**config.mk**
```make
export PLATFORM = sky130hd
export DESIGN_NAME = ahf_ctrl
export DESIGN_NICKNAME = d
export VERILOG_FILES = /design/src/design/ahf_pkg.sv /design/src/design/ahf_ctrl.sv
export SDC_FILE = /design/constraint.sdc
export NUM_CORES = 1
export LEC_CHECK = 0
export ABC_AREA = 1
export BUFFER_PORTS_ARGS = -buffer_cell sky130_fd_sc_hd__buf_2
export CAP_MARGIN = 20
export CORE_AREA = 2 2 39 41
export DETAILED_ROUTE_END_ITERATION = 10
export DIE_AREA = 0 0 41 43
export PLACE_DENSITY = 0.65
export SLEW_MARGIN = 20
export SYNTH_ARGS = -nofsm -noshare
export SYNTH_HDL_FRONTEND = slang
export SYNTH_SLANG_ARGS = --single-unit
```
**constraint.sdc**
```tcl
create_clock -name i_clk -period 1.19 [get_ports i_clk]
set_clock_uncertainty 0.15 [all_clocks]
set_input_delay 0.238 -clock i_clk [delete_from_list [all_inputs] [get_ports i_clk]]
set_output_delay 0.238 -clock i_clk [all_outputs]
set_load 0.005 [all_outputs]
```
**src/design/ahf_pkg.sv**
```systemverilog
package ahf_pkg;

    localparam int NUM_BUCKETS = 256;
    localparam int WAYS        = 4;

    localparam int BKT_W    = (NUM_BUCKETS > 1) ? $clog2(NUM_BUCKETS) : 1;
    localparam int RANK_W   = (WAYS > 1) ? $clog2(WAYS) : 1;
    localparam bit BKT_POW2 = ((NUM_BUCKETS & (NUM_BUCKETS - 1)) == 0);

    // Bucket index by remainder: key bits per reduction step and step count
    localparam int MOD_BITS  = 4;
    localparam int MOD_STEPS = 64 / MOD_BITS;
    localparam int MOD_CNT_W = $clog2(MOD_STEPS);

    localparam logic [15:0] TIMEOUT_RST = 16'd120;

    localparam logic [1:0] ACT_FIND = 2'd0;
    localparam logic [1:0] ACT_ADD  = 2'd1;
    localparam logic [1:0] ACT_DEL  = 2'd2;

    typedef struct packed {
        logic [63:0]       key;
        logic [31:0]       value;
        logic [31:0]       stamp;
        logic [RANK_W-1:0] rank;
        logic              valid;
    } t_ahf_slot;

    typedef t_ahf_slot [WAYS-1:0] t_ahf_row;

    localparam int ROW_W = $bits(t_ahf_row);

    typedef struct packed {
        logic accept;
        logic clear;
        logic mod_step;
        logic eval;
        logic commit;
    } t_ahf_cmd;

    typedef struct packed {
        logic clr_last;
    } t_ahf_sts;

endpackage

```
**src/design/ahf_ctrl.sv**
```systemverilog
module ahf_ctrl
    import ahf_pkg::*;
(
    input  logic     i_clk,
    input  logic     i_rst_n,
    input  logic     i_in_valid,
    output logic     o_in_ready,
    output logic     o_out_valid,
    input  logic     i_out_ready,
    input  t_ahf_sts i_sts,
    output t_ahf_cmd o_cmd
);

    typedef enum logic [2:0] {
        ST_CLEAR,
        ST_IDLE,
        ST_MOD,
        ST_READ,
        ST_EVAL,
        ST_WRITE
    } t_state;

    t_state               r_state, n_state;
    logic                 r_out_valid;
    logic [MOD_CNT_W-1:0] r_mod_cnt;

    always_comb begin
        o_cmd          = '0;
        o_cmd.clear    = (r_state == ST_CLEAR);
        o_cmd.accept   = (r_state == ST_IDLE) && i_in_valid;
        o_cmd.mod_step = (r_state == ST_MOD);
        o_cmd.eval     = (r_state == ST_EVAL);
        o_cmd.commit   = (r_state == ST_WRITE) && (!r_out_valid || i_out_ready);

        n_state = r_state;
        case (r_state)
            ST_CLEAR: if (i_sts.clr_last) n_state = ST_IDLE;
            ST_IDLE:  if (i_in_valid) n_state = BKT_POW2 ? ST_READ : ST_MOD;
            ST_MOD:   if (r_mod_cnt == MOD_CNT_W'(MOD_STEPS - 1)) n_state = ST_READ;
            ST_READ:  n_state = ST_EVAL;
            ST_EVAL:  n_state = ST_WRITE;
            ST_WRITE: if (o_cmd.commit) n_state = ST_IDLE;
            default:  n_state = ST_IDLE;
        endcase
    end

    always_ff @(posedge i_clk) begin
        if (!i_rst_n) begin
            r_state     <= ST_CLEAR;
            r_out_valid <= 1'b0;
            r_mod_cnt   <= '0;
        end else begin
            r_state <= n_state;
            if (o_cmd.commit) begin
                r_out_valid <= 1'b1;
            end else if (i_out_ready) begin
                r_out_valid <= 1'b0;
            end
            if (o_cmd.mod_step) begin
                r_mod_cnt <= r_mod_cnt + 1'b1;
            end else begin
                r_mod_cnt <= '0;
            end
        end
    end

    assign o_in_ready  = (r_state == ST_IDLE);
    assign o_out_valid = r_out_valid;

endmodule

```
Yosys cells after proc, flatten, opt, wreduce, memory -nomap -nowiden. Index checks and enable logic that the tools add are counted. W data, S select, Z words.

Add/sub/neg operators: 1. Eq/ne operators: 10. Multiplexer cells: 7. Reduce and logical (&&, ||, !) cells: 8.

Operator list (count): $pmux W3 S6 (1); $mux W3 (4); $eq A3 B2 Y1 const B (2); $eq A3 B3 Y1 const B (2); $ne A2 B2 Y1 const B (3); $add A4 B1 Y4 const B (1); $eq A4 B4 Y1 const B (1); $reduce_and A4 Y1 (1); $eq A3 B1 Y1 const B (1); $logic_not A3 Y1 (1); $logic_and A1 B1 Y1 (2); $mux W1 (2); $ne A2 B1 Y1 const B (1); $reduce_and A2 Y1 (1); $reduce_bool A2 Y1 (1); $logic_not A1 Y1 (1); $logic_or A1 B1 Y1 (1).

Register bits after elaboration: 8. Input bits: 5. Output and inout bits: 7. Word-level logic and storage cells: 29.

Logic depth before layout (Yosys ltp). Gate-level depths: netlist of run 1.

Word-level depth: 5. Gate-level depth with buffers: 8. Mapped depth without buffers: 8.

Worst setup path before layout of run 1. Ideal clock, no wire load.

Path kind: flip-flop to flip-flop. From: register r_mod_cnt[0]. To: register r_state[1]. Setup time: 0.115 ns. Arrival: 0.955 ns. Required time: 0.925 ns. Path slack: -0.030 ns. Stages on the path, launching flop included: 8. Buffers on the path: 0. Period minus slack after synthesis: 1.220 ns. Cell sequence: dfxtp_1 -> ha_1 -> nand2_1 -> nor2_1 -> nor2_1 -> nor2_2 -> a21oi_1 -> nor2_1.

Cells in the longest elaborated chain, start to end: 3.

RTL lines: from (decl) (RTL line ahf_ctrl.sv:25) `logic [MOD_CNT_W-1:0] r_mod_cnt;`; from (signal assigned) (RTL line ahf_ctrl.sv:60) `r_mod_cnt <= r_mod_cnt + 1'b1;`; $eq A4 B4 Y1 (RTL line ahf_ctrl.sv:39) `ST_MOD: if (r_mod_cnt == MOD_CNT_W'(MOD_STEPS - 1)) n_state = ST_READ;`; $ne A2 B1 Y1 (no line); $reduce_and A4 Y1 (no line); to (signal assigned) (RTL line ahf_ctrl.sv:53) `r_state <= n_state;`; to (decl) (RTL line ahf_ctrl.sv:23) `t_state r_state, n_state;`.

Every way passes these cells. A chain may end at the register's enable or synchronous reset.

==> summary.md, run 1 <==
* **run status** complete, but fails checks
* **violated checks** negative setup slack
* **Post-Syn Area per Cell** 6.74 sq um
* **count of vias placed by the detailed router** 429
* **I/O pin total** 12
* **number of filler instances in the final layout** 147
* **post-route ant nets** 0
* **post-route DRC violation count** 0
* **Startpoint Class** register
* **RSZ-0062 raised after global routing** true
* **period utilization** 115%
* **die area** 1760 sq um
* **Overall Power** 1220 uW
* **worst slew slack as a fraction of its limit** 87.5%
* **worst hold path type** input pin to register
* **P per Cell Area** 1870 nW/um^2
* **Worst-Margin Slew** 187 ps
* **Post-CTS Hold Buffers** 0
* **global placement routability congestion** 0.699
* **leakage power** 0.000318 uW
* **number of violations reported at the end of detailed-routing iteration 0** 5
* **Critical Path Fanout Max** 4
* **total of buffers placed on input and output ports** 11
* **count of antenna diodes in the layout** 0
* **CTS H-Tree Depth** 1
* **critical path class** register to output pin
* **CTS sink count** 8
* **Detailed Route WL** 915 um
* **Horiz. Die Dim** 41 um
* **Core Area** 1380 sq um
* **number of CTS-inserted buffers** 3
* **sequential-to-total area share from yosys stat** 40.3%
* **drt wl/cell** 9.34 um
* **Area growth syn-to-layout** 64.5%
* **Post-Synthesis Net Count** 65
* **grt ovf** 0
* **data arrival time of the critical path** 980 ps
* **Req. time, crit path** 800 ps
* **clock tree from TritonCTS** done
* **global-route met1 utilization** 14.7%
* **height of the chip** 43 um
* **Detailed Routing Iterations Pass 1** 4
* **combined area of all synthesized cells** 398 sq um
* **vias in the first global route** 381
* **number of max-slew violations in the final report** 0
* **HPWL after detailed placement** 595 um
* **maximum number of pins on one net before global-route repair** 6
* **Starting Density** 28.8%
* **peak-usage layer in the global routing report** met2
* **min setup slack post-route** -181 ps
* **fraction of layout cells with a size suffix above 1** 58.5%
* **met3 usage** 3.14%
* **Net count, final** 90
* **root cell of the clock tree** clkbuf_4
* **mean number of vias per cell** 4.38
* **cells after synthesis** 59
* **clock insertion delay at the later pin of the skew report** 260 ps
* **type of destination of the critical path** output pin
* **count of synthesis-stage warnings from yosys** 0
* **min cycle time layout** 1370 ps
* **Cell Rows** 14
* **GRT Resource Usage Total** 12.4%
* **final core area utilization** 47.3%
* **endpoints failing setup** 8
* **post-CTS clock slew at the launch and capture registers of the worst setup and hold paths** 50 ps
* **worst slack at placement** -73.6 ps
* **library cells used by synthesis** 12
* **leading cell types in the layout, fill and taps excluded** 10 x inv_1, 10 x buf_2, 9 x buf_4
* **first-pass GRT wire length** 1.48 mm
* **maximum achievable frequency** 0.729 GHz
* **met2 Usage GRT** 18.8%
* **final hold violation count** 0
* **peak supply drop** 0.000715 V
* **antenna violations before repair** 0
* **Max-Cap Viols** 0
* **flip-flop and latch count after synthesis** 8
* **largest buffer count on any clock path** 2
## routing by layer
metal | routed length, um | up-vias
li1 | - | 228
met1 | 337 | 189
met2 | 518 | 10
met3 | 44 | 2
met4 | 14 | 0
met5 | 0 | -
## cell type report
cell class / count / area [sq um] / share of cell area [%]
clock buffer: 3 / 22.5 / 3.44
inverter: 15 / 61.3 / 9.37
tap: 16 / 20.0 / 3.06
multi-input combinational: 36 / 250 / 38.2
timing repair buffer: 20 / 129 / 19.7
sequential: 8 / 171 / 26.2
## worst max-delay path, stage by stage (launching register included)
cell and delay, ps:
dfxtp_2 350, inv_4 90, nand3_2 110, inv_2 80
buf_2 110
## per-stage QoR
step / cells / setup TNS [ps] / area [sq um] / hold WS [ps]
after global routing: 98 / -1590 / 654 / 107
after global placement: 89 / -24.4 / 498 / 327
after floorplan: 59 / 0 / 400 / 209
final: 98 / -1040 / 654 / 97.6
after detailed placement: 89 / -74.9 / 498 / 329
after CTS: 94 / -1050 / 576 / 101
## where the power goes
group          switching (uW)  internal, uW
sequential               86.7           332
combinational             296           301
clock                    92.5           115
## final timing paths
kind,to,startpoint,slack (ps),cells after the start
worst min-delay path,r_state[1]$_SDFFE_PN0P_,i_rst_n,100,3
worst max-delay path,o_cmd[2],r_state[2]$_SDFFE_PN0P_,-180,4
worst min register to register,r_mod_cnt[3]$_SDFF_PN0_,r_mod_cnt[3]$_SDFF_PN0_,340,2
worst max register to register,r_state[1]$_SDFFE_PN0P_,r_state[1]$_SDFFE_PN0P_,-60,8
## cell families after synthesis
kind of cell | Yosys count | synth area share, %
AO/OA/AOI/OAI | 5 | 7.23
flip-flops | 8 | 40.3
buffers and inverters | 15 | 14.1
adder cells (fa/ha/maj) | 1 | 3.14
AND/OR/NAND/NOR | 30 | 35.2
## sequential cells by signal, indices dropped and copies added (netlist names)
name	cells
r_state	3
o_out_valid	1
r_mod_cnt	4
## Yosys cell counts
master | instances | area share, %
nor3_1 | 1 | 1.3
dfxtp_1 | 8 | 40
o211ai_1 | 1 | 1.9
a31oi_1 | 1 | 1.6
inv_1 | 15 | 14
a21oi_1 | 3 | 3.8
ha_1 | 1 | 3.1
nor2_2 | 4 | 6.3
nand3_1 | 6 | 7.5
nor3b_2 | 1 | 3.1
nor2_1 | 10 | 9.4
nand2_1 | 8 | 7.5
## what timing repair did
action | 4_1_cts | 5_1_grt
setup endpoints to repair | 7 | 7
pin swaps | 9 | 5
gates resized for setup | 15 | 14
buffers inserted | 2 | 4
(Power assumes the default switching activity.)
==> run 2: changes to the inputs <==
--- a/config.mk
+++ b/config.mk
@@ -5,13 +5,12 @@
 export SDC_FILE = /design/constraint.sdc
 export NUM_CORES = 1
 export LEC_CHECK = 0
-export ABC_AREA = 1
 export BUFFER_PORTS_ARGS = -buffer_cell sky130_fd_sc_hd__buf_2
 export CAP_MARGIN = 20
 export CORE_AREA = 2 2 39 41
 export DETAILED_ROUTE_END_ITERATION = 10
 export DIE_AREA = 0 0 41 43
-export PLACE_DENSITY = 0.65
+export PLACE_DENSITY = 0.63
 export SLEW_MARGIN = 20
 export SYNTH_ARGS = -nofsm -noshare
 export SYNTH_HDL_FRONTEND = slang
==> constraint.sdc (replaced) <==
create_clock -name i_clk -period 1.19 [get_ports i_clk]
set_clock_uncertainty 0.15 [all_clocks]
set_input_delay 0.238 -clock i_clk [delete_from_list [all_inputs] [get_ports i_clk]]
set_output_delay 0.238 -clock i_clk [all_outputs]
set_load 0.05 [all_outputs]
==> summary.md, run 2 <==
* **run status** complete, but fails checks
* **violated checks** negative setup slack
* **Largest Register** r_mod_cnt
* **Post-Syn Area per Cell** 9.94 sq um, +47%
* **placed standard-cell area** 513 sq um, +3.0%
* **xor and xnor area share after synthesis** 4.64%, +4.6 points
* **FFs w/ async S/R, synth** 0%, unchanged
* **Buf/Inv on CP** 2, -1
* **sw power** 203 uW, -57%
* **post-CTS clock slew at the launch and capture registers of the worst setup and hold paths** 60 ps, about the same
* **Max-Cap Viols** 0, unchanged
* **final-layout setup total negative slack** -2010 ps, -971 ps
* **height of the chip** 43 um, unchanged
* **ranking of synthesized cells by instance count** 8 x dfxtp_1, 4 x nor2_1, 3 x nand3_1
* **number of CTS-inserted buffers** 3, unchanged
* **Detailed Routing Iterations Pass 1** 4, unchanged
* **Worst-Margin Slew** 169 ps, -17.4 ps
* **die area** 1760 sq um, unchanged
* **CTS sink count** 8, unchanged
* **leakage power** 0.000270 uW, -15%
* **library cell contributing the largest single delay on the critical path** dfxtp_4
* **internal power contribution** 490 uW, -35%
* **Core Area** 1380 sq um, unchanged
* **main combinational cell family by area after synthesis** simple AND/OR/NAND/NOR gates
* **Post-Synthesis Net Count** 44, -32%
* **endpoints failing setup** 11, +3
* **min setup slack post-route** -341 ps, -160 ps
* **library cells used by synthesis** 23, +11
* **peak supply drop** 0.000401 V, -44%
* **mean number of vias per cell** 4.61, +5.3%
* **count of vias placed by the detailed router** 355, -17%
* **fraction of the mapped netlist area in adder cells** 3.31%, +0.17 points
* **post-route DRC violation count** 0, unchanged
* **Net count, final** 68, -24%
* **cells after synthesis** 38, -36%
* **number of max-slew violations in the final report** 0, unchanged
* **I/O pin total** 12, unchanged
* **sequential-to-total area share from yosys stat** 42.4%, +2.1 points
* **GRT Resource Usage Total** 10.9%, -1.5 points
* **min cycle time layout** 1530 ps, +160 ps
* **maximum number of pins on one net before global-route repair** 7, +1
* **HPWL after detailed placement** 565 um, -5.1%
* **total of buffers placed on input and output ports** 11, unchanged
* **clock tree from TritonCTS** done
* **Startpoint Class** register
* **Area growth syn-to-layout** 70.2%
* **worst hold path type** input pin to register
* **proportion of synthesized area in mux cells** 0%, unchanged
* **Req. time, crit path** 800 ps, about the same
* **P per Cell Area** 1080 nW/um^2, -42%
* **fraction of layout cells with a size suffix above 1** 63.9%, +5.4 points
* **count of antenna diodes in the layout** 0, unchanged
* **clock insertion delay at the later pin of the skew report** 260 ps, about the same
* **post-synth top area cell** dfxtp_1
* **placed cells** 70, -21%
* **critical path class** register to output pin
* **synthesized-area fraction occupied by and/or/nand/nor cells** 31.1%, -4.1 points
* **Cell Rows** 14, unchanged
* **Overall Power** 693 uW, -43%
* **minimum hold slack** 114 ps, +16.8 ps
* **vias in the first global route** 324, -15%
* **final hold violation count** 0, unchanged
* **grt ovf** 0, unchanged
* **global placement routability congestion** 0.653, -6.7%
* **period utilization** 129%, +13 points
* **part of the power in registers** 41.2%, +7.0 points
* **combined area of all synthesized cells** 378 sq um, -5.0%
* **complex-gate fraction of the synthesized area** 11.6%, +4.4 points
* **Horiz. Die Dim** 41 um, unchanged
* **share of power burned in the clock network** 32.6%, +16 points
* **flip-flop and latch count after synthesis** 8, unchanged
* **non-filler instance count after layout** 77, -21%
* **root cell of the clock tree** clkbuf_4
* **share of total power consumed by net switching** 29.2%, -9.6 points
* **data arrival time of the critical path** 1140 ps, +160 ps
* **RSZ-0062 raised after global routing** true
* **category of cells accounting for the largest share of critical-path delay** flip-flops
* **Yosys top cell area share** 42.4%, +2.1 points
* **antenna violations before repair** 0, unchanged
* **final std cell area, no fill** 643 sq um, -1.7%
* **first-pass GRT wire length** 1.22 mm, -17%
* **drt wl/cell** 11.1 um, +18%
* **post-route ant nets** 0, unchanged
* **number of violations reported at the end of detailed-routing iteration 0** 3, -2
* **leading post-synthesis cells by cell area** dfxtp_1 42%, buf_6 6.0%, nor3b_4 5.0%
* **leading cell types in the layout, fill and taps excluded** 9 x buf_4, 7 x buf_6, 4 x nor2_1, 4 x buf_2
* **portion of total power attributed to combinational logic** 26.2%, -23 points
* **CP dominant cell by count** buf_6
* **CTS H-Tree Depth** 1, unchanged
* **Crit path largest cell delay** 360 ps, about the same
* **Starting Density** 27.3%, -1.4 points
* **maximum achievable frequency** 0.653 GHz, -10%
* **largest buffer count on any clock path** 2, unchanged
* **leading cell type in the layout, fill and taps excluded** buf_4
* **Post-CTS Hold Buffers** 0, unchanged
* **sequence of cells on the critical path** buf_6 > nor3b_4 > buf_6
* **Largest register FFs** 4, unchanged
* **Primary FF master, synth** dfxtp_1
* **Detailed Route WL** 851 um, -7.0%
* **cell with the most instances after synthesis** dfxtp_1
* **type of destination of the critical path** output pin
* **Post-synth EDFFs** 0, unchanged
* **worst slew slack as a fraction of its limit** 88.7%, +1.2 points
* **count of synthesis-stage warnings from yosys** 0, unchanged
* **Critical Path Fanout Max** 5, +1
[run 2: cell types whose count changed after synthesis, sizes merged, moves of 3 or more]
cell and delta:
inv -14, nand3 -3, nor2 -10, nand2 -7
a21oi -3
[run 2: what timing repair did]
| action | in CTS | in global routing |
|---|---|---|
| setup endpoints to repair | 12 | 13 |
| pin swaps | 4 | 3 |
| setup buffers | 4 | 0 |
| resized for setup | 18 | 8 |
[run 2: cell families (layout without fill, tap and decap cells)]
logic type / after synthesis / in the layout
xor+xnor: 2 / 2
simple gates: 18 / 18
fa+ha+maj: 1 / 1
compound gates: 6 / 6
flops: 8 / 8
buf+inv: 3 / 26
[run 2: per-stage QoR]
step,setup WS (ps),utilization [%]
after detailed placement,-182,37.1
after global placement,-162,37.1
final,-341,46.5
after floorplan,-488,-
after global routing,-410,46.5
after CTS,-345,44.4
[run 2: worst register-to-register path, cell delays in order, from the launching register on]
cell and delay [ps]:
dfxtp_4 360, buf_6 130, nor3b_4 210, buf_4 160
nand2_2 60, nor2_1 110
[run 2: path summary, 6_finish.rpt]
check | start | to | slack [ps] | depth (start not counted)
worst max-delay path | r_state[0]$_SDFFE_PN0P_ | o_cmd[2] | -340 | 3
worst min-delay path | i_rst_n | r_state[1]$_SDFFE_PN0P_ | 110 | 2
worst max register to register | r_state[0]$_SDFFE_PN0P_ | r_mod_cnt[0]$_SDFF_PN0_ | -70 | 5
worst min register to register | r_mod_cnt[0]$_SDFF_PN0_ | r_mod_cnt[0]$_SDFF_PN0_ | 270 | 1
[run 2: final cells by class]
class	instances	area [sq um]
multi-input cells	27	238
flip-flops and latches	8	174
repair buffers	21	181
fillers	135	741
inverters	1	3.75
clock buffers	4	26.3
well taps	16	20.0
[run 2: power by group through the flow]
stage          clock [uW]  combinational, uW  sequential [uW]
2_1_floorplan           0                107              286
3_3_place_gp            0                135              293
3_5_place_dp            0                136              293
4_1_cts               233                170              285
5_1_grt               252                194              287
6_report              226                182              285
[run 2: routing by layer]
layer  part of all wire [%]  vias to the layer above  global-route usage [%]  wire [um]
met1                     42                      162                    10.7        354
met5                      0                        -                       0          0
met2                     51                       16                    16.9        438
met4                    2.0                        0                    10.0         17
met3                    4.7                        2                    3.14         40
li1                       -                      175                       -          -
==> run 3: changes to the inputs <==
--- a/config.mk
+++ b/config.mk
@@ -10,7 +10,8 @@
 export CORE_AREA = 2 2 39 41
 export DETAILED_ROUTE_END_ITERATION = 10
 export DIE_AREA = 0 0 41 43
-export PLACE_DENSITY = 0.63
+export PLACE_DENSITY = 0.58
+export RECOVER_POWER = 25
 export SLEW_MARGIN = 20
 export SYNTH_ARGS = -nofsm -noshare
 export SYNTH_HDL_FRONTEND = slang
==> summary.md, run 3 (synthesis results as in run 2) <==
* **Hold Crit Start** i_rst_n
* **critical path class** register to output pin
* **worst hold path type** input pin to register
* **GRT Resource Usage Total** 10.3%, -0.63 points
* **number of CTS-inserted buffers** 3, unchanged
* **height of the chip** 43 um, unchanged
* **area occupied by multi-input gates** 239 sq um, +0.53%
* **post-route DRC violation count** 0, unchanged
* **fraction of layout cells with a size suffix above 1** 62.3%, -1.6 points
* **die area** 1760 sq um, unchanged
* **Worst-Margin Slew** 234 ps, +65.0 ps
* **largest buffer count on any clock path** 2, unchanged
* **Area growth syn-to-layout** 70.5%
* **first-pass GRT wire length** 1.24 mm, +1.7%
* **Max-Cap Viols** 0, unchanged
* **I/O pin total** 12, unchanged
* **count of vias placed by the detailed router** 353, -0.56%
* **number of violations reported at the end of detailed-routing iteration 0** 0, -3
* **root cell of the clock tree** clkbuf_4
* **HPWL after detailed placement** 591 um, +4.5%
* **Req. time, crit path** 800 ps, about the same
* **leading cell type in the layout, fill and taps excluded** buf_4
* **Largest Register** r_mod_cnt
* **type of destination of the critical path** output pin
* **leakage power** 0.000278 uW, +3.3%
* **Core Area** 1380 sq um, unchanged
* **CTS H-Tree Depth** 1, unchanged
* **endpoints failing setup** 10, -1
* **maximum number of pins on one net before global-route repair** 7, unchanged
* **global placement routability congestion** 0.586, -10%
* **post-route ant nets** 0, unchanged
* **Startpoint Class** register
* **drt wl/cell** 9.30 um, -16%
* **Horiz. Die Dim** 41 um, unchanged
* **mean number of vias per cell** 4.58, -0.56%
* **clock insertion delay at the later pin of the skew report** 260 ps, about the same
* **vias in the first global route** 348, +7.4%
* **Critical Path Fanout Max** 6, +1
* **final core area utilization** 46.6%, +0.090 points
* **leading cell types in the layout, fill and taps excluded** 9 x buf_4, 6 x buf_6, 4 x buf_2, 4 x dfxtp_1
* **count of antenna diodes in the layout** 0, unchanged
* **period utilization** 128%, -0.54 points
* **worst slew slack as a fraction of its limit** 84.3%, -4.4 points
* **Largest register FFs** 4, unchanged
* **violated checks** negative setup slack
* **Critical path origin** r_state[1]$_SDFFE_PN0P_
* **grt ovf** 0, unchanged
* **min cycle time layout** 1520 ps, -6.43 ps
* **CTS sink count** 8, unchanged
* **total of buffers placed on input and output ports** 11, unchanged
* **run status** complete, but fails checks
* **Detailed Routing Iterations Pass 1** 1, -3
* **min setup slack post-route** -335 ps, +6.43 ps
* **number of max-slew violations in the final report** 0, unchanged
* **flip-flop and latch area** 170 sq um, -2.2%
* **Cell Rows** 14, unchanged
* **final std cell area, no fill** 644 sq um, +0.19%
* **Net count, final** 68, unchanged
* **RSZ-0062 raised after global routing** true
* **Crit Reg-Reg Startpoint** r_state[2]$_SDFFE_PN0P_
* **maximum achievable frequency** 0.656 GHz, +0.42%
* **Detailed Route WL** 716 um, -16%
* **final hold violation count** 0, unchanged
* **P per Cell Area** 1060 nW/um^2, -1.2%
* **number of filler instances in the final layout** 131, -3.0%
* **antenna violations before repair** 0, unchanged
* **peak supply drop** 0.000443 V, +10%
* **data arrival time of the critical path** 1140 ps, about the same
* **post-CTS clock slew at the launch and capture registers of the worst setup and hold paths** 50 ps, about the same
* **minimum hold slack** 119 ps, +4.50 ps
* **final-layout setup total negative slack** -2010 ps, +6.60 ps
* **Starting Density** 27.3%, unchanged
* **placed standard-cell area** 528 sq um, +2.9%
* **clock tree from TritonCTS** done
## run 3: report_power, final
group | internal [uW] | switching (uW) | total (uW)
clock | 128 | 94.7 | 223
combinational | 86.4 | 93.6 | 180
sequential | 273 | 9.57 | 283
total | 488 | 198 | 686
## run 3: metrics by stage
step / cells / total power [uW] / setup slack (ps)
final: 77 / 686 / -335
after global routing: 77 / 717 / -370
after CTS: 77 / 684 / -340
after detailed placement: 72 / 434 / -184
after global placement: 72 / 432 / -159
after floorplan: 38 / 393 / -488
## run 3: worst paths after layout
kind,to,slack [ps],depth (start not counted)
hold / removal,r_state[0]$_SDFFE_PN0P_,120,2
setup reg to reg,r_mod_cnt[0]$_SDFF_PN0_,-50,5
setup / recovery,o_cmd[0],-330,3
hold reg to reg,r_mod_cnt[0]$_SDFF_PN0_,380,2
## run 3: what timing repair did
action	4_1_cts	5_1_grt
setup endpoints to repair	12	13
hold endpoints to repair	0	0
hold buffers	0	0
pin swaps	2	3
gates resized for setup	16	10
setup buffers	1	2
## run 3: per-layer routing
metal | track usage (%) | share of wire, % | wire [um] | up-vias
met5 | 0 | 0 | 0 | -
met1 | 10.0 | 41 | 291 | 163
met4 | 6.00 | 2.7 | 19 | 0
li1 | - | - | - | 177
met2 | 17.5 | 52 | 373 | 11
met3 | 3.14 | 4.5 | 32 | 2
## run 3: layout make-up
| type | instances | share of cell area (%) |
|---|---|---|
| Multi-Input combinational cell | 27 | 37.1 |
| Timing Repair Buffer | 21 | 28.7 |
| Inverter | 1 | 0.583 |
| Clock buffer | 4 | 4.08 |
| Tap cell | 16 | 3.11 |
| Sequential cell | 8 | 26.4 |
## run 3: critical path, cell delays in order, from the launching register on
cell	delay [ps]
dfxtp_2	350
nand3b_1	230
nor2b_4	140
buf_6	160
